File: src/hw/rtl/cmptr_pkg.sv
package cmptr_pkg;

    localparam int CMPTR_W         = 256;
    localparam int CMPTR_DIV_BITS  = 8;
    localparam int CMPTR_DIV_STAGES = CMPTR_W / CMPTR_DIV_BITS;

    localparam logic [31:0] CMPTR_TIMESPAN_RST = 32'd1209600;
    localparam logic [63:0] CMPTR_LIMIT0_RST   = 64'hFFFF_FFFF_FFFF_FFFF;
    localparam logic [63:0] CMPTR_LIMIT1_RST   = 64'hFFFF_FFFF_FFFF_FFFF;
    localparam logic [63:0] CMPTR_LIMIT2_RST   = 64'hFFFF_FFFF_FFFF_FFFF;
    localparam logic [63:0] CMPTR_LIMIT3_RST   = 64'h0000_0000_FFFF_FFFF;

    typedef enum logic [2:0] {
        REG_NO_RETARGET    = 3'd0,
        REG_USE_FIRST_BITS = 3'd1,
        REG_TARGET_TIMESPAN = 3'd2,
        REG_LIMIT_WORD0    = 3'd3,
        REG_LIMIT_WORD1    = 3'd4,
        REG_LIMIT_WORD2    = 3'd5,
        REG_LIMIT_WORD3    = 3'd6
    } cmptr_reg_t;

    // Valid bit and the pass-through copy of last_bits that ride with each item.
    typedef struct packed {
        logic        vld;
        logic [31:0] byp;
    } cmptr_tag_t;

    typedef struct packed {
        logic               no_retarget;
        logic               use_first_bits;
        logic [31:0]        timespan;
        logic [CMPTR_W-1:0] limit;
    } cmptr_cfg_t;

endpackage

File: src/hw/rtl/cmptr_front.sv
module cmptr_front (
    input  logic                          aclk,
    input  logic                          aresetn,
    input  logic                          en,
    input  cmptr_pkg::cmptr_cfg_t         cfg,
    input  cmptr_pkg::cmptr_tag_t         tag_i,
    input  logic [31:0]                   last_bits,
    input  logic [31:0]                   first_bits,
    input  logic [31:0]                   last_time,
    input  logic [31:0]                   first_time,
    output cmptr_pkg::cmptr_tag_t         tag_o,
    output logic [cmptr_pkg::CMPTR_W-1:0] d_o
);
    import cmptr_pkg::*;

    logic [33:0] span_next;
    logic [22:0] mant_next;
    logic [7:0]  sbyte_next;

    logic [33:0] span_reg;
    logic [22:0] mant_reg;
    logic [7:0]  sbyte1_reg;
    cmptr_tag_t  tag1_reg;

    logic [56:0] prod_reg;
    logic [7:0]  sbyte2_reg;
    cmptr_tag_t  tag2_reg;

    logic [CMPTR_W-1:0] d_reg;
    cmptr_tag_t         tag3_reg;

    // Elapsed time clamp and compact decode.
    always_comb begin
        logic signed [34:0] span;
        logic signed [34:0] lo;
        logic signed [34:0] hi;
        logic [31:0]        sel;
        logic [7:0]         size;
        logic [4:0]         rsh;
        span = $signed({3'b000, last_time}) - $signed({3'b000, first_time});
        lo   = $signed({5'b00000, cfg.timespan[31:2]});
        hi   = $signed({1'b0, cfg.timespan, 2'b00});
        if (span < lo) begin
            span = lo;
        end
        if (span > hi) begin
            span = hi;
        end
        span_next = span[33:0];

        sel  = cfg.use_first_bits ? first_bits : last_bits;
        size = sel[31:24];
        rsh  = 5'd0;
        if (size <= 8'd3) begin
            rsh        = 5'((8'd3 - size) << 3);
            mant_next  = sel[22:0] >> rsh;
            sbyte_next = 8'd0;
        end else begin
            mant_next  = sel[22:0];
            sbyte_next = size - 8'd3;
        end
    end

    always_ff @(posedge aclk) begin
        if (!aresetn) begin
            tag1_reg.vld <= 1'b0;
            tag2_reg.vld <= 1'b0;
            tag3_reg.vld <= 1'b0;
        end else if (en) begin
            tag1_reg <= tag_i;
            tag2_reg <= tag1_reg;
            tag3_reg <= tag2_reg;
        end
    end

    always_ff @(posedge aclk) begin
        if (en) begin
            span_reg   <= span_next;
            mant_reg   <= mant_next;
            sbyte1_reg <= sbyte_next;
            prod_reg   <= {34'd0, mant_reg} * {23'd0, span_reg};
            sbyte2_reg <= sbyte1_reg;
            // Bits pushed past the top are lost, which is the wrap mod 2^256.
            d_reg      <= CMPTR_W'(prod_reg) << {sbyte2_reg, 3'b000};
        end
    end

    assign tag_o = tag3_reg;
    assign d_o   = d_reg;

endmodule

File: config.mk
export PLATFORM = sky130hd
export DESIGN_NAME = cmptr_front
export DESIGN_NICKNAME = d
export VERILOG_FILES = /design/src/hw/rtl/cmptr_pkg.sv /design/src/hw/rtl/cmptr_front.sv
export SDC_FILE = /design/constraint.sdc
export NUM_CORES = 2
export LEC_CHECK = 0
export ABC_AREA = 0
export BUFFER_PORTS_ARGS = -buffer_cell sky130_fd_sc_hd__buf_2
export CORE_ASPECT_RATIO = 0.8
export CORE_UTILIZATION = 39
export CTS_CLUSTER_SIZE = 24
export DETAILED_ROUTE_END_ITERATION = 16
export PLACE_DENSITY_LB_ADDON = 0.1
export SLEW_MARGIN = 20
export SYNTH_ARGS = -nofsm -noshare
export SYNTH_HDL_FRONTEND = slang
export SYNTH_SLANG_ARGS = --single-unit
File: constraint.sdc
create_clock -name aclk -period 9.7 [get_ports aclk]
set_input_delay 0.485 -clock aclk [delete_from_list [all_inputs] [get_ports aclk]]
set_output_delay 0.485 -clock aclk [all_outputs]
set_load 0.005 [all_outputs]
Word-level counts from Yosys, hierarchy flattened
Index checks and enable logic that the tools add are counted.
{"block": "word_totals", "wordCells": 27, "output_inout_bits": 289, "ff_bits": 485, "input_bits": 454}
{"block": "classes", "shifts": 2, "multipliers": 1, "n_lt_le_gt_ge": 3, "add_sub_neg": 3, "n_mux": 4, "n_reduce_logical": 1}
{"operator": "57-bit by 11-bit left shift with 256-bit output", "count": 1}
{"operator": "23-bit by 34-bit multiplier with 57-bit output", "count": 1}
{"operator": "35-bit greater-than comparator", "count": 1}
{"operator": "35-bit two-way mux", "count": 1}
{"operator": "34-bit two-way mux", "count": 1}
{"operator": "33-bit by 31-bit < comparator with 1-bit output", "count": 1}
{"operator": "32-bit by 32-bit subtractor with 33-bit output", "count": 1}
{"operator": "32-bit two-way mux", "count": 1}
{"operator": "23-bit two-way mux", "count": 1}
{"operator": "23-bit by 5-bit right shift with 23-bit output", "count": 1}
{"operator": "8-bit by 2-bit <= comparator with 1-bit output (second input constant)", "count": 1}
{"operator": "8-bit by 2-bit subtractor with 8-bit output (second input constant)", "count": 1}
{"operator": "2-bit AND reduction", "count": 1}
{"operator": "2-bit subtractor (first input constant)", "count": 1}

Depth between registers and ports, before layout
{"block": "logic_depth", "ltp_word": 5, "mapped_depth": 38, "mapped_depth_nobuf": 35}

Worst setup path after synthesis
Ideal clock, no wire load.
{"block": "synth_path", "path_type": "input to register", "from": "in last_time[0]", "to": "reg span_reg[10], data pin", "stages": 35, "slack_ns": 2.515, "t_required_ns": 9.440, "arrival_time_ns": 6.926, "path_cell_list": "inv_1 ha_1 inv_1 fa_1 a21oi_1 o21ai_1 a21oi_1 o211ai_1 nand4_1 nor2b_1 xnor2_1 ha_1 nand3_1 a21boi_0 o21ai_0 nand2b_1 a21oi_1 o211ai_1 a221o_1 a41oi_1 and4b_1 ha_1 clkbuf_8 clkinv_1 buf_1 mux2_2 ha_1 and4_1 a21oi_1 nand2_1 a2bb2oi_1 a21oi_1 o311ai_4 buf_2 mux2_2"}
{"block": "synth_via", "elab_chain_len": 5}
{"element": "start, declared", "line": "cmptr_front.sv:9", "rtl": "input logic [31:0] last_time,"}
{"element": "32-bit by 32-bit subtractor with 33-bit output (*)", "line": "cmptr_front.sv:40", "rtl": "span = $signed({3'b000, last_time}) - $signed({3'b000, first_time});"}
{"element": "33-bit by 31-bit < comparator with 1-bit output", "line": "cmptr_front.sv:43", "rtl": "if (span < lo) begin"}
{"element": "35-bit two-way mux (*)", "line": "cmptr_front.sv:43"}
{"element": "35-bit greater-than comparator", "line": "cmptr_front.sv:46", "rtl": "if (span > hi) begin"}
{"element": "34-bit two-way mux (*)", "line": "cmptr_front.sv:46"}
{"element": "named net span_next[10]", "line": "cmptr_front.sv:16", "rtl": "logic [33:0] span_next;"}
{"element": "end signal, assigned", "line": "cmptr_front.sv:78", "rtl": "span_reg <= span_next;"}
{"element": "end, declared", "line": "cmptr_front.sv:20", "rtl": "logic [33:0] span_reg;"}
Mark *: on every way through the listed nets, which the timed path passes. The rest lies on a longest branch.
A chain may end at the register's enable or synchronous reset.

Final worst setup path
{"block": "layout_path", "from": "reg mant_reg[2]", "to": "reg prod_reg[49], data pin"}
{"block": "layout_via", "elab_chain_len": 1}
{"element": "start, declared", "line": "cmptr_front.sv:21", "rtl": "logic [22:0] mant_reg;"}
{"element": "start signal, assigned", "line": "cmptr_front.sv:79", "rtl": "mant_reg <= mant_next;"}
{"element": "23-bit by 34-bit multiplier with 57-bit output", "line": "cmptr_front.sv:81", "rtl": "prod_reg <= {34'd0, mant_reg} * {23'd0, span_reg};"}
{"element": "end signal, assigned", "line": "cmptr_front.sv:81"}
{"element": "end, declared", "line": "cmptr_front.sv:25", "rtl": "logic [56:0] prod_reg;"}
Every way passes these cells.

==> metrics.yaml <==
floorplan:
  core_um2: 122000
  io_pins: 743
  rows: 114
  die_y_um: 316
  die_width_um: 394
  die_area_um2: 125000
  start_util: 0.395
routing:
  vias_per_cell: 5.16
  routedWlPerCell_um: 21.2
  first_iter_violations: 2944
  drtAntennaViolNets: 0
  wirelength_mm: 144
  vias: 35100
  firstDrtPassIters: 6
  drc: 0
clocking:
  cts_tree: "yes"
  clockBufferDepth: 3
  htreeDepth: 2
  postCtsSetupRepairBufs: 0
  clkSinkCount: 485
  cts_made_buffers: 50
  path_clk_slew_ps: 60
  cts_root_buffer: "clkbuf_16"
  clk_latency_ps: 650
placed_design:
  gp_congestion: 0.890
  dp_hpwl_mm: 115
  pre_cts_ws_ps: 1390
  port_buffers: 483
critical_path:
  cp-end-kind: "register"
  slowest_stage: "edfxtp_1"
  critical_path_class: "register to register"
  worst-path-buf-inv: 4
  worstPathCellList: "buf_4 -> nand2_1 -> fa_1 -> fa_1 -> inv_1 -> fa_1 -> inv_1 -> fa_1 -> fa_1 -> fa_1 -> inv_1 -> fa_1 -> ha_1 -> and3_1 -> nand2_1 -> nor4_1 -> o2111ai_1 -> a21oi_1 -> nor2b_1 -> o311ai_1 -> a21oi_1 -> a311oi_1"
  path_max_fanout: 19
  slowest_delay_ps: 950
  path_delay_family: "adder cells"
  startpoint_type: "register"
  path_common_cell: "fa_1"
  required_ps: 10120
  critical_path_arrival_ps: 8460
grt:
  grt_use_met1: 0.362
  globalRouteMet2Util: 0.343
  met3_usage: 0.0323
  grt_pass1_wl_mm: 221
  gr-total-overflow: 0
  grt_pass1_vias: 35800
  grt.busiest_layer: "met1"
  grt_antenna_before_repair: 2
  grt_usage: 0.231
  grt_max_degree: 125
synthesis:
  avgSynthCellArea_um2: 10.1
  yosys_warnings: 0
  synth-edff-count: 482
  synth.yosys.seq_area_share: 0.303
  async_reset_ff_frac: 0
  syn-num-nets: 6181
  yosysUniqueCellTypes: 96
  synthCells: 4778
  netlist_area_um2: 48000
  synth-main-ff-cell: "edfxtp_1"
  ys_ff_latch: 485
flow_run:
  max-cap-violations: 0
layout:
  layout_common_cells: "nand2_1, inv_1, fa_1"
  layout_commonest_cell: "nand2_1"
  largest_reg_flops: 256
  synthToLayoutAreaGrowth_pct: 12.0
  drive_gt1_frac: 0.142
  nets: 6535
  fillCellCount: 11800
  antennaDiodeCount: 0
sta:
  finalHoldViolCount: 0
  maxSlewHeadroom: 0.222
  finalCritPeriodShare: 0.828
  post-route-min-period_ps: 8030
  fmax_mhz: 124
  rsz0062_at_grt: "false"
  fin_ws_ps: 1670
  slew_violations: 0
  clock_skew_ps: 50.9
  setup_tns_ps: 0
  tightest_slew_ps: 1170
  finalSetupViolCount: 0
status:
  status: "finished, final reports clean"
hold_path:
  hp-class: "input pin to register"
synth_stat cells, drive strengths merged (64+ instances only):
library cell / n / share of area
ha: 279 / 0.073
clkbuf: 234 / 0.019
and2: 234 / 0.031
fa: 670 / 0.28
inv: 748 / 0.058
mux2: 76 / 0.018
edfxtp: 482 / 0.30
a21o: 64 / 0.010
nand2: 766 / 0.060
nor2: 335 / 0.026
a21oi: 135 / 0.014
o21ai: 145 / 0.015
layer usage:
| layer | vias to the layer above | wire length [um] |
|---|---|---|
| met5 | - | 22 |
| met4 | 4 | 2200 |
| met3 | 123 | 9750 |
| met2 | 1215 | 61400 |
| met1 | 17700 | 70800 |
| li1 | 16000 | - |
metrics by stage:
| stage | hold slack (ps) | util | cell area, um^2 | instances |
|---|---|---|---|---|
| final | 40.5 | 0.443 | 53800 | 6797 |
| after floorplan | 400 | - | 48000 | 4778 |
| after CTS | 1.95 | 0.442 | 53700 | 6792 |
| after global placement | 401 | 0.428 | 52000 | 6696 |
| after detailed placement | 405 | 0.428 | 52000 | 6697 |
| after global routing | 4.94 | 0.443 | 53800 | 6797 |
cell type report:
type / count / area, um^2 / area share
Multi-Input combinational cell: 3283 / 29700 / 0.551
Sequential cell: 485 / 14500 / 0.270
Timing Repair Buffer: 562 / 3100 / 0.0575
Inverter: 750 / 2820 / 0.0523
Tap cell: 1624 / 2030 / 0.0378
Clock buffer: 60 / 1290 / 0.0240
Clock inverter: 33 / 379 / 0.00705
kinds of logic (layout without fill, tap and decap cells):
group,Yosys count,after routing,synth area share
buffers and inverters,1010,1405,0.0804
muxes,137,137,0.0309
xor gates and xnor gates,83,83,0.0151
adders and majority gates,949,949,0.352
AOI/OAI and AO/OA,560,560,0.0754
and+or+nand+nor,1554,1554,0.144
DFF,485,485,0.303
worst paths after layout:
path,startpoint,slack [ps],cells after the start,end
max,mant_reg[2]$_DFFE_PP_,1670,22,prod_reg[49]$_DFFE_PP_
min,tag_i[25],40,1,tag1_reg[25]$_DFFE_PP_
max reg2reg,mant_reg[2]$_DFFE_PP_,1670,22,prod_reg[49]$_DFFE_PP_
min reg2reg,tag2_reg[5]$_DFFE_PP_,410,0,tag_o[5]$_DFFE_PP_
timing repair:
action	CTS	global route
endpoints found under the hold margin	2	0
hold buffers	2	0
resized for setup	0	0
Power is not shown: default switching activity piles up to over one toggle a cycle in this logic, so the estimate is an artifact.
