==> config.mk <==
export PLATFORM = sky130hd
export DESIGN_NAME = cmptr_enc
export DESIGN_NICKNAME = d
export VERILOG_FILES = /design/src/hw/rtl/cmptr_pkg.sv /design/src/hw/rtl/cmptr_enc.sv
export SDC_FILE = /design/constraint.sdc
export NUM_CORES = 2
export LEC_CHECK = 0
export ABC_CLOCK_PERIOD_IN_PS = 6000
export CAP_MARGIN = 10
export CELL_PAD_IN_SITES_DETAIL_PLACEMENT = 1
export CELL_PAD_IN_SITES_GLOBAL_PLACEMENT = 2
export CORE_MARGIN = 4
export CORE_UTILIZATION = 40
export CTS_BUF_LIST = sky130_fd_sc_hd__clkbuf_4 sky130_fd_sc_hd__clkbuf_8
export CTS_CLUSTER_DIAMETER = 150
export DETAILED_ROUTE_END_ITERATION = 8
export DONT_BUFFER_PORTS = 1
export PLACE_DENSITY = 0.69
export SLEW_MARGIN = 30
export SYNTH_ARGS = -nofsm -noshare
export SYNTH_HDL_FRONTEND = slang
export SYNTH_SLANG_ARGS = --single-unit
==> constraint.sdc <==
create_clock -name aclk -period 6 [get_ports aclk]
set_clock_uncertainty 0.05 [all_clocks]
set_input_delay 0.9 -clock aclk [delete_from_list [all_inputs] [get_ports aclk]]
set_output_delay 0.9 -clock aclk [all_outputs]
set_load 0.02 [all_outputs]
==> src/hw/rtl/cmptr_pkg.sv <==
package cmptr_pkg;

    localparam int CMPTR_W         = 256;
    localparam int CMPTR_DIV_BITS  = 8;
    localparam int CMPTR_DIV_STAGES = CMPTR_W / CMPTR_DIV_BITS;

    localparam logic [31:0] CMPTR_TIMESPAN_RST = 32'd1209600;
    localparam logic [63:0] CMPTR_LIMIT0_RST   = 64'hFFFF_FFFF_FFFF_FFFF;
    localparam logic [63:0] CMPTR_LIMIT1_RST   = 64'hFFFF_FFFF_FFFF_FFFF;
    localparam logic [63:0] CMPTR_LIMIT2_RST   = 64'hFFFF_FFFF_FFFF_FFFF;
    localparam logic [63:0] CMPTR_LIMIT3_RST   = 64'h0000_0000_FFFF_FFFF;

    typedef enum logic [2:0] {
        REG_NO_RETARGET    = 3'd0,
        REG_USE_FIRST_BITS = 3'd1,
        REG_TARGET_TIMESPAN = 3'd2,
        REG_LIMIT_WORD0    = 3'd3,
        REG_LIMIT_WORD1    = 3'd4,
        REG_LIMIT_WORD2    = 3'd5,
        REG_LIMIT_WORD3    = 3'd6
    } cmptr_reg_t;

    // Valid bit and the pass-through copy of last_bits that ride with each item.
    typedef struct packed {
        logic        vld;
        logic [31:0] byp;
    } cmptr_tag_t;

    typedef struct packed {
        logic               no_retarget;
        logic               use_first_bits;
        logic [31:0]        timespan;
        logic [CMPTR_W-1:0] limit;
    } cmptr_cfg_t;

endpackage

==> src/hw/rtl/cmptr_enc.sv <==
module cmptr_enc (
    input  logic                          aclk,
    input  logic                          aresetn,
    input  logic                          en,
    input  cmptr_pkg::cmptr_cfg_t         cfg,
    input  cmptr_pkg::cmptr_tag_t         tag_i,
    input  logic [cmptr_pkg::CMPTR_W-1:0] q_i,
    output cmptr_pkg::cmptr_tag_t         tag_o,
    output logic [31:0]                   bits_o
);
    import cmptr_pkg::*;

    localparam int NBYTES = CMPTR_W / 8;

    logic [CMPTR_W-1:0] val_next;
    logic [NBYTES-1:0]  nz_next;
    logic [5:0]         size_next;

    logic [CMPTR_W-1:0] val1_reg;
    cmptr_tag_t         tag1_reg;
    logic [CMPTR_W-1:0] val2_reg;
    logic [NBYTES-1:0]  nz2_reg;
    cmptr_tag_t         tag2_reg;
    logic [CMPTR_W-1:0] val3_reg;
    logic [5:0]         size3_reg;
    cmptr_tag_t         tag3_reg;

    // A zero divisor yields all ones, which the limit then clamps.
    always_comb begin
        val_next = (cfg.timespan == 32'd0) ? {CMPTR_W{1'b1}} : q_i;
        if (val_next > cfg.limit) begin
            val_next = cfg.limit;
        end
    end

    always_comb begin
        for (int j = 0; j < NBYTES; j++) begin
            nz_next[j] = |val1_reg[8*j +: 8];
        end
    end

    always_comb begin
        size_next = 6'd0;
        for (int j = 0; j < NBYTES; j++) begin
            if (nz2_reg[j]) begin
                size_next = 6'(j + 1);
            end
        end
    end

    always_ff @(posedge aclk) begin
        if (!aresetn) begin
            tag1_reg.vld <= 1'b0;
            tag2_reg.vld <= 1'b0;
            tag3_reg.vld <= 1'b0;
        end else if (en) begin
            tag1_reg <= tag_i;
            tag2_reg <= tag1_reg;
            tag3_reg <= tag2_reg;
        end
    end

    always_ff @(posedge aclk) begin
        if (en) begin
            val1_reg  <= val_next;
            val2_reg  <= val1_reg;
            nz2_reg   <= nz_next;
            val3_reg  <= val2_reg;
            size3_reg <= size_next;
        end
    end

    // Top three bytes become the mantissa; a set sign bit bumps the exponent.
    always_comb begin
        logic [8:0]  shamt;
        logic [23:0] mant;
        logic [7:0]  expo;
        if (size3_reg <= 6'd3) begin
            shamt = 9'(6'd3 - size3_reg) << 3;
            mant  = 24'(val3_reg[31:0] << shamt);
        end else begin
            shamt = 9'(size3_reg - 6'd3) << 3;
            mant  = 24'(val3_reg >> shamt);
        end
        expo = {2'b00, size3_reg};
        if (mant[23]) begin
            mant = mant >> 8;
            expo = expo + 8'd1;
        end
        bits_o = {expo, mant};
    end

    assign tag_o = tag3_reg;

endmodule

# Word-level counts from Yosys, hierarchy flattened
# Cells that the tools add are included.
dict set report word_totals {
  regBits 905
  in_bits 582
  output_inout_bits 65
  word_cells 88
}
dict set report op_classes {
  addsub 3
  n_lt_le_gt_ge 2
  shift 2
  muxes 36
  n_reduce_logical 34
}
# op n
set op_table {}
lappend op_table {{$mux 256} 2}
lappend op_table {{$gt 256x256->1} 1}
lappend op_table {{$reduce_or 8->1} 32}
lappend op_table {{$shr 256x9->24} 1}
lappend op_table {{$mux 6} 30}
lappend op_table {{$logic_not 32->1} 1}
lappend op_table {{$shl 32x9->24} 1}
lappend op_table {{$mux 24} 1}
lappend op_table {{$mux 23} 1}
lappend op_table {{$add 6x1->7 const B} 1}
lappend op_table {{$mux 7} 1}
lappend op_table {{$le 6x2->1 const B} 1}
lappend op_table {{$sub 2x6->6 const A} 1}
lappend op_table {{$sub 6x2->6 const B} 1}
lappend op_table {{$reduce_and 2->1} 1}
lappend op_table {{$mux 1} 1}

# Longest topological paths before layout
dict set report depth {
  ltp_word 31
  ltp_mapped 18
  depth_no_buf 14
}

# Worst setup path after synthesis
# OpenSTA, ideal clock, no wires.
dict set report synth_timing {
  path_kind {input to register}
  start {in cfg[280] (netlist name)}
  end {reg val1_reg[100], data pin}
  arrival_time_ns 4.571
  setup_slack_ns 1.119
  cell_stages 17
  path_buffers 4
  cell_sequence {nor4_1 nand4_1 nor2_1 clkbuf_1 clkbuf_1 or2_2 ha_1 a2111oi_0 o21ai_0 a31o_1 a221oi_1 o211a_1 o211ai_2 o31ai_4 buf_12 buf_12 mux2_4}
}
dict set report synth_via {
  elab_chain_cells 4
}
# item line_no
set synth_lines {}
lappend synth_lines {{from (decl)} cmptr_enc.sv:5} ;# input cmptr_pkg::cmptr_cfg_t cfg,
lappend synth_lines {{$logic_not 32->1 (*)} cmptr_enc.sv:30} ;# val_next = (cfg.timespan == 32'd0) ? {CMPTR_W{1'b1}} : q_i;
lappend synth_lines {{$mux 256 (*)} cmptr_enc.sv:30}
lappend synth_lines {{$gt 256x256->1} cmptr_enc.sv:31} ;# if (val_next > cfg.limit) begin
lappend synth_lines {{$mux 256 (*)} cmptr_enc.sv:31}
lappend synth_lines {{named net val_next[100]} cmptr_enc.sv:15} ;# logic [CMPTR_W-1:0] val_next;
lappend synth_lines {{to (signal assigned)} cmptr_enc.sv:65} ;# val1_reg <= val_next;
lappend synth_lines {{to (decl)} cmptr_enc.sv:19} ;# logic [CMPTR_W-1:0] val1_reg;
# The timed path passes the listed nets; every way through them passes the cells marked *.
# A chain may end at the register's enable or synchronous reset.

# Worst setup path in the final report
dict set report layout_timing {
  start {reg size3_reg[0]}
  end {out bits_o[5]}
}
dict set report layout_via {
  elab_chain_cells 4
}
# item line_no
set layout_lines {}
lappend layout_lines {{from (decl)} cmptr_enc.sv:25} ;# logic [5:0] size3_reg;
lappend layout_lines {{from (signal assigned)} cmptr_enc.sv:69} ;# size3_reg <= size_next;
lappend layout_lines {{$sub 6x2->6 or $sub 2x6->6 (tied branches)} {cmptr_enc.sv:82, cmptr_enc.sv:79}}
lappend layout_lines {{$shr 256x9->24 or $shl 32x9->24 (tied branches)} {cmptr_enc.sv:83, cmptr_enc.sv:80}}
lappend layout_lines {{$mux 24 (*)} cmptr_enc.sv:78} ;# if (size3_reg <= 6'd3) begin
lappend layout_lines {{$mux 23 (*)} cmptr_enc.sv:86} ;# if (mant[23]) begin
lappend layout_lines {{to (decl)} cmptr_enc.sv:9} ;# output logic [31:0] bits_o
# Mark *: on every way between the ends. The rest lies on a longest branch, timed or not.

==> reports/results.txt <==
Hold Crit Depth -> 0
Slew Limit Fails -> 0
first-pass GRT wire length -> 206000 um
share of post-route cells with drive strength above 1 -> 0.284
Yosys top cell area share -> 0.574
number of max-cap violations -> 0
P_leak -> 20.2 nW
cell area power density -> 300 nW/um2
Mean Syn Cell Area -> 14.4 um2
grt ovf -> 0
Via Count -> 28400
Post-synth top flop -> edfxtp_1
setup violators final -> 0
worst hold slack -> 117 ps
chip width -> 351 um
DP Wirelength -> 114000 um
Hold WC Path Type -> primary input to register
Post-synth EDFFs -> 902
met2 Use GR -> 0.427
remaining antenna violation count -> 0
# resized after CTS -> 0
leading area contributor after synthesis -> edfxtp_1
Slew @ Worst Pin -> 967 ps
synth unique cells -> 67
Worst-Skew Late Latency -> 820 ps
Fill cells -> 11700
site row count -> 125
met3 Track Usage GR -> 0.0522
busiest grt layer -> met2
outcome -> completed
Reg2Reg Depth -> 8
worst vdd ir -> 0.178 mV
Critical Path Fanout Max -> 43
DR WL/cell -> 29.1 um
H-tree levels -> 4
Area growth syn-to-layout -> 10.6%
die area -> 124000 um2
Post-Route WL -> 146000 um
Remaining DRCs -> 0
DRT Pass-1 Iters -> 5
flops & latches, synth -> 905
Initial Utilization -> 0.404
crit end category -> output pin
Synth Cell Area -> 47200 um2
Final Hold Violating Endpoints -> 0
largest net degree at the start of global routing -> 811
setup repair bufs after CTS -> 0
grt met1 use -> 0.264
gr usage total -> 0.230
Worst Path Arrival -> 4670 ps
fraction of registers with async set/reset -> 0
Root Buffer -> clkbuf_8
I/O Buffers -> 0
Slew headroom -> 0.355
CP startpoint kind -> register
GPL Wtd Cong -> 0.901
Num Clock Sinks -> 905
Nets -> 4230
cell count after synthesis -> 3276
TNS Setup -> 0 ps
vias in the first global route -> 30700
Setup CP Type -> register to output pin
Hold Buf Count CTS -> 0
Reg clk slew, reported paths -> 60 ps
Chip Height -> 351 um
average vias per placed instance -> 5.65
initial antenna violation count -> 12
sequential fraction of the synthesis area -> 0.575
I/O pin total -> 647
core area -> 117000 um2
YS warnings -> 0
CTS buffer count -> 153
clk buf depth -> 3
FMAX -> 178 MHz
CTS tree -> yes
final worst-path cycle share -> 0.937
crit path time final -> 5620 ps
CP required -> 5050 ps
Initial DRC Count -> 2178
RSZ-0062 raised after global routing -> no
Synth area leaders -> edfxtp_1 (57%), mux4_2 (7.0%), ha_1 (6.9%)
## synth_stat cells, drive strengths merged, types with 4 or more instances
cell type,count
o22ai,17
nor2b,15
o21a,7
and4,8
a221oi,9
o211ai,19
a21o,18
buf,88
mux2,284
nand4,46
a22oi,12
a31oi,7
and3,9
nor3,26
clkbuf,53
mux2i,71
xnor2,5
and2,4
o21bai,4
mux4,147
nor4,84
a21oi,159
inv,273
nand2,182
a221o,8
nand2b,5
or2,256
a211oi,44
a2111oi,7
o31ai,8
nand3,49
edfxtp,902
ha,259
a311oi,9
o21ai,64
nor2,91
## power by group
part	total [mW]	internal (mW)	switching (mW)
logic	2.19	1.01	1.18
clock network	5.46	2.94	2.52
registers	8.03	7.63	0.405
## cell usage in the layout, fill, tap and decap left out, types with 71 or more instances in the layout
master,n
buf_4,76
nand2_1,182
edfxtp_1,902
inv_1,272
mux2i_1,71
mux2_4,200
clkbuf_8,153
ha_1,258
a21oi_1,159
or2_2,256
nor4_1,83
mux4_2,147
nor2_1,90
## critical path, stage by stage, from the launching register on
cell,delay [ps]
edfxtp_1,540
ha_4,770
buf_12,340
mux4_2,240
nand2_1,70
nand3_1,130
nand2_1,130
o22ai_1,450
o21bai_2,250
buf_4,390
mux2_2,510
## routing by layer
layer | wire (um) | share of wire
met1 | 55800 | 0.38
met2 | 78000 | 0.53
met3 | 8870 | 0.061
met4 | 3690 | 0.025
met5 | 16 | 0.00011
## per-stage QoR
step | power (mW) | cell area, um2 | worst slack, ps | instances | util
after detailed placement | 10.2 | 49000 | -190 | 4752 | 0.420
after CTS | 15.8 | 52000 | 85.3 | 5015 | 0.446
after global routing | 16.4 | 52200 | 114 | 5026 | 0.447
after global placement | 10.2 | 49000 | -63.5 | 4751 | 0.420
after floorplan | 9.44 | 47200 | 1120 | 3278 | -
final | 15.7 | 52200 | 378 | 5029 | 0.447
## final timing paths
check,startpoint,to,slack [ps]
hold reg to reg,tag1_reg[31],tag2_reg[31],350
setup reg to reg,nz2_reg[3],size3_reg[1],2620
setup / recovery,size3_reg[0],bits_o[5],380
hold / removal,tag_i[30],tag1_reg[30],120
## final cells by class
type | count | area (um2) | share of cell area
repair buffers | 97 | 1040 | 0.0198
flip-flops and latches | 905 | 27100 | 0.520
clock buffers | 190 | 2380 | 0.0457
inverters | 273 | 1020 | 0.0196
multi-input cells | 1959 | 18100 | 0.346
diodes | 8 | 20.0 | 0.000383
well taps | 1524 | 1910 | 0.0365
clock inverters | 73 | 602 | 0.0115
## kinds of logic (layout without fill, tap and decap cells)
kind of cell,Yosys count,count (layout),share of synthesized area
muxes,502,502,0.169
adders and majority gates,259,259,0.0687
buffers and inverters,414,633,0.0432
xor gates and xnor gates,7,7,0.00146
DFF,905,905,0.575
other,1,11,0.0000795
AOI/OAI and AO/OA,408,408,0.0545
and+or+nand+nor,780,780,0.0878
Power figures use the tool's default switching activity.
